--- src/design/ucp_pkg.sv ---
// ----------------------------------------------------------------------------
// ucp_pkg: shared types and constants of the unit cross product block.
// Holds the request and result structs and the default output format.
// ----------------------------------------------------------------------------
package ucp_pkg;

	// Default number of fraction bits of the result components.
	localparam int FRAC_BITS_DEF = 14;

	typedef struct packed {
		logic signed [15:0] a_x;
		logic signed [15:0] a_y;
		logic signed [15:0] a_z;
		logic signed [15:0] b_x;
		logic signed [15:0] b_y;
		logic signed [15:0] b_z;
	} vec_t;

	typedef struct packed {
		logic signed [15:0] u_x;
		logic signed [15:0] u_y;
		logic signed [15:0] u_z;
		logic               degenerate;
	} norm_t;

endpackage

--- src/design/ucp_step.sv ---
// ----------------------------------------------------------------------------
// ucp_step: one bit of the rounded ratio search for all three components.
// Tries to set one result bit using running sums, with adds and shifts only.
// ----------------------------------------------------------------------------
module ucp_step #(
	parameter int FRAC_BITS = ucp_pkg::FRAC_BITS_DEF,
	parameter int BIT = 0,
	localparam int WW = 2 * FRAC_BITS + 69
) (
	input  logic                     clk,
	input  logic                     arst_n,
	input  logic                     en,
	input  logic                     v_in,
	input  logic [63:0]              s_in,
	input  logic [2:0][WW-1:0]       t_in,
	input  logic [2:0][WW-1:0]       p_in,
	input  logic [2:0][WW-1:0]       r_in,
	input  logic [2:0][FRAC_BITS:0]  q_in,
	input  logic [2:0]               sgn_in,
	output logic                     v_out,
	output logic [63:0]              s_out,
	output logic [2:0][WW-1:0]       t_out,
	output logic [2:0][WW-1:0]       p_out,
	output logic [2:0][WW-1:0]       r_out,
	output logic [2:0][FRAC_BITS:0]  q_out,
	output logic [2:0]               sgn_out
);
	import ucp_pkg::*;

	logic                     v_s1;
	logic [63:0]              s_s1;
	logic [2:0][WW-1:0]       t_s1, p_s1, r_s1;
	logic [2:0][FRAC_BITS:0]  q_s1;
	logic [2:0]               sgn_s1;
	logic [WW-1:0]            s_w;
	logic [2:0][WW-1:0]       cand;
	logic [2:0]               take;

	// P tracks (2q-1)^2*s and R tracks (2q-1)*s for the bits kept so far.
	assign s_w = WW'(s_in);

	always_comb begin
		for (int i = 0; i < 3; i++) begin
			cand[i] = p_in[i] + (r_in[i] << (BIT + 2)) + (s_w << (2 * BIT + 2));
			take[i] = (cand[i] <= t_in[i]);
		end
	end

	always_ff @(posedge clk or negedge arst_n) begin
		if (!arst_n) begin
			v_s1 <= 1'b0;
		end else if (en) begin
			v_s1 <= v_in;
		end
	end

	always_ff @(posedge clk) begin
		if (en) begin
			s_s1   <= s_in;
			t_s1   <= t_in;
			sgn_s1 <= sgn_in;
			for (int i = 0; i < 3; i++) begin
				if (take[i]) begin
					p_s1[i] <= cand[i];
					r_s1[i] <= r_in[i] + (s_w << (BIT + 1));
					q_s1[i] <= q_in[i] | ((FRAC_BITS + 1)'(1) << BIT);
				end else begin
					p_s1[i] <= p_in[i];
					r_s1[i] <= r_in[i];
					q_s1[i] <= q_in[i];
				end
			end
		end
	end

	assign v_out   = v_s1;
	assign s_out   = s_s1;
	assign t_out   = t_s1;
	assign p_out   = p_s1;
	assign r_out   = r_s1;
	assign q_out   = q_s1;
	assign sgn_out = sgn_s1;

endmodule

--- config.mk ---
export PLATFORM = sky130hd
export DESIGN_NAME = ucp_step
export DESIGN_NICKNAME = d
export VERILOG_FILES = /design/src/design/ucp_pkg.sv /design/src/design/ucp_step.sv
export SDC_FILE = /design/constraint.sdc
export NUM_CORES = 2
export LEC_CHECK = 0
export BUFFER_PORTS_ARGS = -buffer_cell sky130_fd_sc_hd__buf_2
export CAP_MARGIN = 10
export CELL_PAD_IN_SITES_DETAIL_PLACEMENT = 1
export CELL_PAD_IN_SITES_GLOBAL_PLACEMENT = 1
export CORE_AREA = 3 3 773 775
export DETAILED_ROUTE_END_ITERATION = 10
export DIE_AREA = 0 0 776 778
export HOLD_SLACK_MARGIN = 0.12
export PLACE_DENSITY_LB_ADDON = 0.08
export SYNTH_ARGS = -nofsm -noshare
export SYNTH_HDL_FRONTEND = slang
export SYNTH_SLANG_ARGS = --single-unit
export TNS_END_PERCENT = 100
--- constraint.sdc ---
create_clock -name clk -period 0.8 [get_ports clk]
set_input_delay 0.24 -clock clk [delete_from_list [all_inputs] [get_ports clk]]
set_output_delay 0.24 -clock clk [all_outputs]
set_load 0.1 [all_outputs]
==> results.md <==
| Metric | Reported | Unit |
|---|---|---|
| Status | finished with violations | - |
| Violated checks | negative hold slack, negative setup slack | - |
| Share of synthesized area spent on multiplexers | 3.01 | % |
| Area of the die | 604,000 | sq um |
| Wire length of the first global-routing pass | 838,000 | um |
| Global router's overall resource usage | 20.1 | % |
| Post-synthesis cell count | 7,706 | - |
| Synth async-reset ratio | 0.101 | % |
| TritonCTS Buffers | 163 | - |
| Worst Tran Pin Value | 1.01 | ns |
| Pleak | 73.2 | nW |
| Count of unresolved DRC violations after routing | 0 | - |
| Relative area change from synthesis to final layout | 108 | % |
| Commonest non-fill, non-tap cell in the layout | sky130_fd_sc_hd__buf_4 | - |
| Detailed Route WL | 631,000 | um |
| FP Rows | 282 | - |
| Largest family of logic cells by synthesized area | adder cells | - |
| Worst reg2reg path depth | 1 | - |
| Number of global-route vias before repair | 97,667 | - |
| Register clock-pin slew on the reported worst setup and hold paths | 0.07 | ns |
| Final Hold Violating Endpoints | 11 | - |
| Sequential-to-total area share from yosys stat | 38.2 | % |
| Post-synth EDFFs | 985 | - |
| Number of antenna violations at the first check in global routing | 278 | - |
| Count of vias placed by the detailed router | 88,457 | - |
| Post-synthesis compound-gate area fraction | 17.9 | % |
| Max frequency | 151 | MHz |
| RR Endpoint | v_out | - |
| CP max FO | 8 | - |
| Min-Delay Path Class | in2reg | - |
| Number of instances on the worst hold path | 1 | - |
| Reg2Reg Setup Slack | 0.01 | ns |
| Buffers from clock root to sink, at most | 4 | - |
| Clock tree root buffer cell | sky130_fd_sc_hd__clkbuf_16 | - |
| Fin worst setup slack | -5.83 | ns |
| Nets@finish | 16,181 | - |
| Net count after synthesis | 9,745 | - |
| Cell with the largest stage delay on the worst path | sky130_fd_sc_hd__fa_1 | - |
| Clock latency of the later-clocked register in the worst-skew pair | 0.87 | ns |
| Final antenna-violating net count | 0 | - |
| Worst ir drop on vdd | 1.82 | mV |
| Worst hold-check slack | -0.380 | ns |
| Number of register bits inferred by synthesis | 986 | - |
| Setup-failing EPs final | 1,862 | - |
| Hold Crit Start | r_in[97] | - |
| Post-synth top flop | sky130_fd_sc_hd__edfxtp_1 | - |
| Data arrival time of the critical path | 7.27 | ns |
| Routability cong. | 0.845 | - |
| Simple-gate share of the synthesized area | 12.1 | % |
| CTS tree | yes | - |
| IO buf count | 1,974 | - |
| Post-detail-place hpwl | 535,000 | um |
| Clk sinks | 986 | - |
| Unique masters post-synth | 104 | - |
| Non-filler instance count after layout | 22,183 | - |
| Post-synthesis cell area | 77,400 | sq um |
| Ratio of routed vias to standard cells | 3.99 | - |
| Final clock skew | 0 | ns |
| Headroom to the max-slew limit | 32.2 | % |
| Grt total ovfl | 0 | - |
| Data required time at the worst endpoint | 1.44 | ns |
| Portion of the clock cycle consumed by the worst path in the final layout | 829 | % |
| DIE HEIGHT | 778 | um |
| Max-cap violations | 0 | - |
| Area share of fa/ha/maj cells after synthesis | 18.9 | % |
| Most prevalent standard cell on the critical path | sky130_fd_sc_hd__buf_4 | - |
| Cell family with most CP delay | buffers and inverters | - |
| Cell total after placement | 20,328 | - |
| Slowest Stage Delay on Critical Path | 0.45 | ns |
| Worst Path Class, Setup | in2reg | - |
| Setup crit start kind | input pin | - |
| Fraction of synthesized cell area in xor and xnor cells | 6.20 | % |
| H-tree depth | 4 | - |
| Share of final-layout standard cells stronger than drive strength 1 | 44.0 | % |
| Commonest cells after routing, fill and taps aside | sky130_fd_sc_hd__buf_4 (3,068), sky130_fd_sc_hd__dlygate4sd3_1 (1,255), sky130_fd_sc_hd__buf_12 (1,158) | - |
| Core outline area | 590,000 | sq um |
| Avg WL per Cell | 28.4 | um |
| Pin count of the biggest net entering global routing | 85 | - |
| Start point of the critical path | s_in[1] | - |
| RSZ-0062 raised after global routing | true | - |
| Buffers plus inverters on the worst setup path | 16 | - |
| Detailed-routing iteration count for the pre-antenna-repair pass | 5 | - |
| Top Ports | 1,975 | - |
| Drt initial violations | 3,878 | - |
| Shortest period the worst path allows | 6.63 | ns |
| Average cell area after synthesis | 10.0 | sq um |
| Hold Crit Endpoint | r_out[97] | - |
| Synthesis warning total | 0 | - |
| Max Transition Viols Final | 0 | - |
| Type of destination of the critical path | flop | - |
| Worst slack at placement | -7.89 | ns |
| Horizontal extent of the die | 776 | um |
| Critical R2R Launch | v_out | - |
| Initial core utilization | 13.1 | % |
| Power density cells | 2650 | nW/um^2 |
==> what timing repair did <==
action	4_1_cts	5_1_grt
hold buffers	1253	2
gates resized for setup	495	254
hold endpoints to repair	1331	196
buffers inserted	125	81
endpoints found under the setup margin	1562	1658
pin swaps	183	187
gates cloned	19	14
==> state kept, by name, summed over array words and instances (netlist names) <==
name	count
q_out	45
s_out	64
sgn_out	3
t_out	291
r_out	291
p_out	291
v_out	1
==> metrics by stage <==
step	cell area (sq um)	power, mW	util (%)	hold WS, ns	setup TNS (ns)
6_report	161000	427	27.3	-0.380	-4155.95
5_1_grt	161000	448	27.2	-0.449	-4345.34
4_1_cts	159000	429	26.9	-0.492	-4223.51
3_5_place_dp	137000	334	23.3	0.0175	-5038.48
3_3_place_gp	137000	333	23.3	0.0158	-5028.36
2_1_floorplan	79400	206	-	-0.0556	-3264.88
==> report_power, final <==
group	internal [mW]	total (mW)	switching, mW
Sequential	70.5	79.6	9.05
Combinational	115	273	159
Clock	42.7	73.7	31.1
Total	228	427	199
==> layout make-up <==
cell class / instances / area (sq um)
clock inverter: 87 / 872
timing repair inverter: 1 / 30.0
inverter: 457 / 1740
clock buffer: 196 / 4270
sequential: 986 / 29600
multi-input combinational: 5964 / 48900
antenna: 113 / 283
fill: 66590 / 429000
tap: 7810 / 9770
timing repair buffer: 6569 / 65500
==> cells in the mapped netlist, types with 17 or more instances <==
cell type | number | area share, %
sky130_fd_sc_hd__a21boi_0 | 32 | 0.31
sky130_fd_sc_hd__ha_1 | 852 | 14
sky130_fd_sc_hd__clkbuf_1 | 270 | 1.3
sky130_fd_sc_hd__a221oi_1 | 17 | 0.19
sky130_fd_sc_hd__o31ai_1 | 41 | 0.40
sky130_fd_sc_hd__nand2b_1 | 62 | 0.50
sky130_fd_sc_hd__and2_1 | 46 | 0.37
sky130_fd_sc_hd__edfxtp_1 | 985 | 38
sky130_fd_sc_hd__xor2_1 | 230 | 2.6
sky130_fd_sc_hd__a31oi_1 | 69 | 0.56
sky130_fd_sc_hd__xnor2_1 | 314 | 3.6
sky130_fd_sc_hd__or3_1 | 31 | 0.25
sky130_fd_sc_hd__buf_2 | 18 | 0.12
sky130_fd_sc_hd__or2_2 | 28 | 0.23
sky130_fd_sc_hd__mux2_2 | 199 | 2.9
sky130_fd_sc_hd__o21ai_0 | 446 | 2.9
sky130_fd_sc_hd__and3_1 | 72 | 0.58
sky130_fd_sc_hd__nand3_1 | 114 | 0.74
sky130_fd_sc_hd__o21ai_1 | 19 | 0.12
sky130_fd_sc_hd__nor4_1 | 37 | 0.30
sky130_fd_sc_hd__fa_1 | 198 | 5.1
sky130_fd_sc_hd__a211oi_1 | 39 | 0.38
sky130_fd_sc_hd__nor3_1 | 106 | 0.69
sky130_fd_sc_hd__nor2_1 | 343 | 1.7
sky130_fd_sc_hd__a221o_1 | 19 | 0.25
sky130_fd_sc_hd__o21bai_1 | 93 | 0.90
sky130_fd_sc_hd__nand4_1 | 224 | 1.8
sky130_fd_sc_hd__nor2b_1 | 52 | 0.42
sky130_fd_sc_hd__o211ai_1 | 30 | 0.29
sky130_fd_sc_hd__nand2_1 | 810 | 3.9
sky130_fd_sc_hd__o21a_1 | 57 | 0.55
sky130_fd_sc_hd__a21o_1 | 469 | 4.5
sky130_fd_sc_hd__a21oi_1 | 687 | 4.4
sky130_fd_sc_hd__inv_1 | 456 | 2.2
==> kinds of logic (layout without fill, tap and decap cells) <==
group                      count (synthesis)  count (layout)
AOI/OAI and AO/OA                       2179            2179
adders and majority gates               1050            1050
DFF                                      986             986
and+or+nand+nor                         1982            1982
buffers and inverters                    756            7310
muxes                                    207             207
xor gates and xnor gates                 546             546
other                                      0             113
==> worst max path at each step <==
stage | to | cells past startpoint
after floorplan | r_out[193] | 31
after global placement | r_out[84] | 35
after detailed placement | r_out[276] | 30
after CTS | r_out[193] | 36
after global routing | r_out[191] | 35
final | r_out[76] | 39
==> per-layer routing <==
layer	global-route usage (%)	up-vias	routed length, um
met5	0	-	764
met4	5.56	120	21000
met3	4.43	716	37500
met2	35.2	2130	307000
met1	24.5	44034	264000
li1	-	41457	-
(Power assumes the default switching activity.)
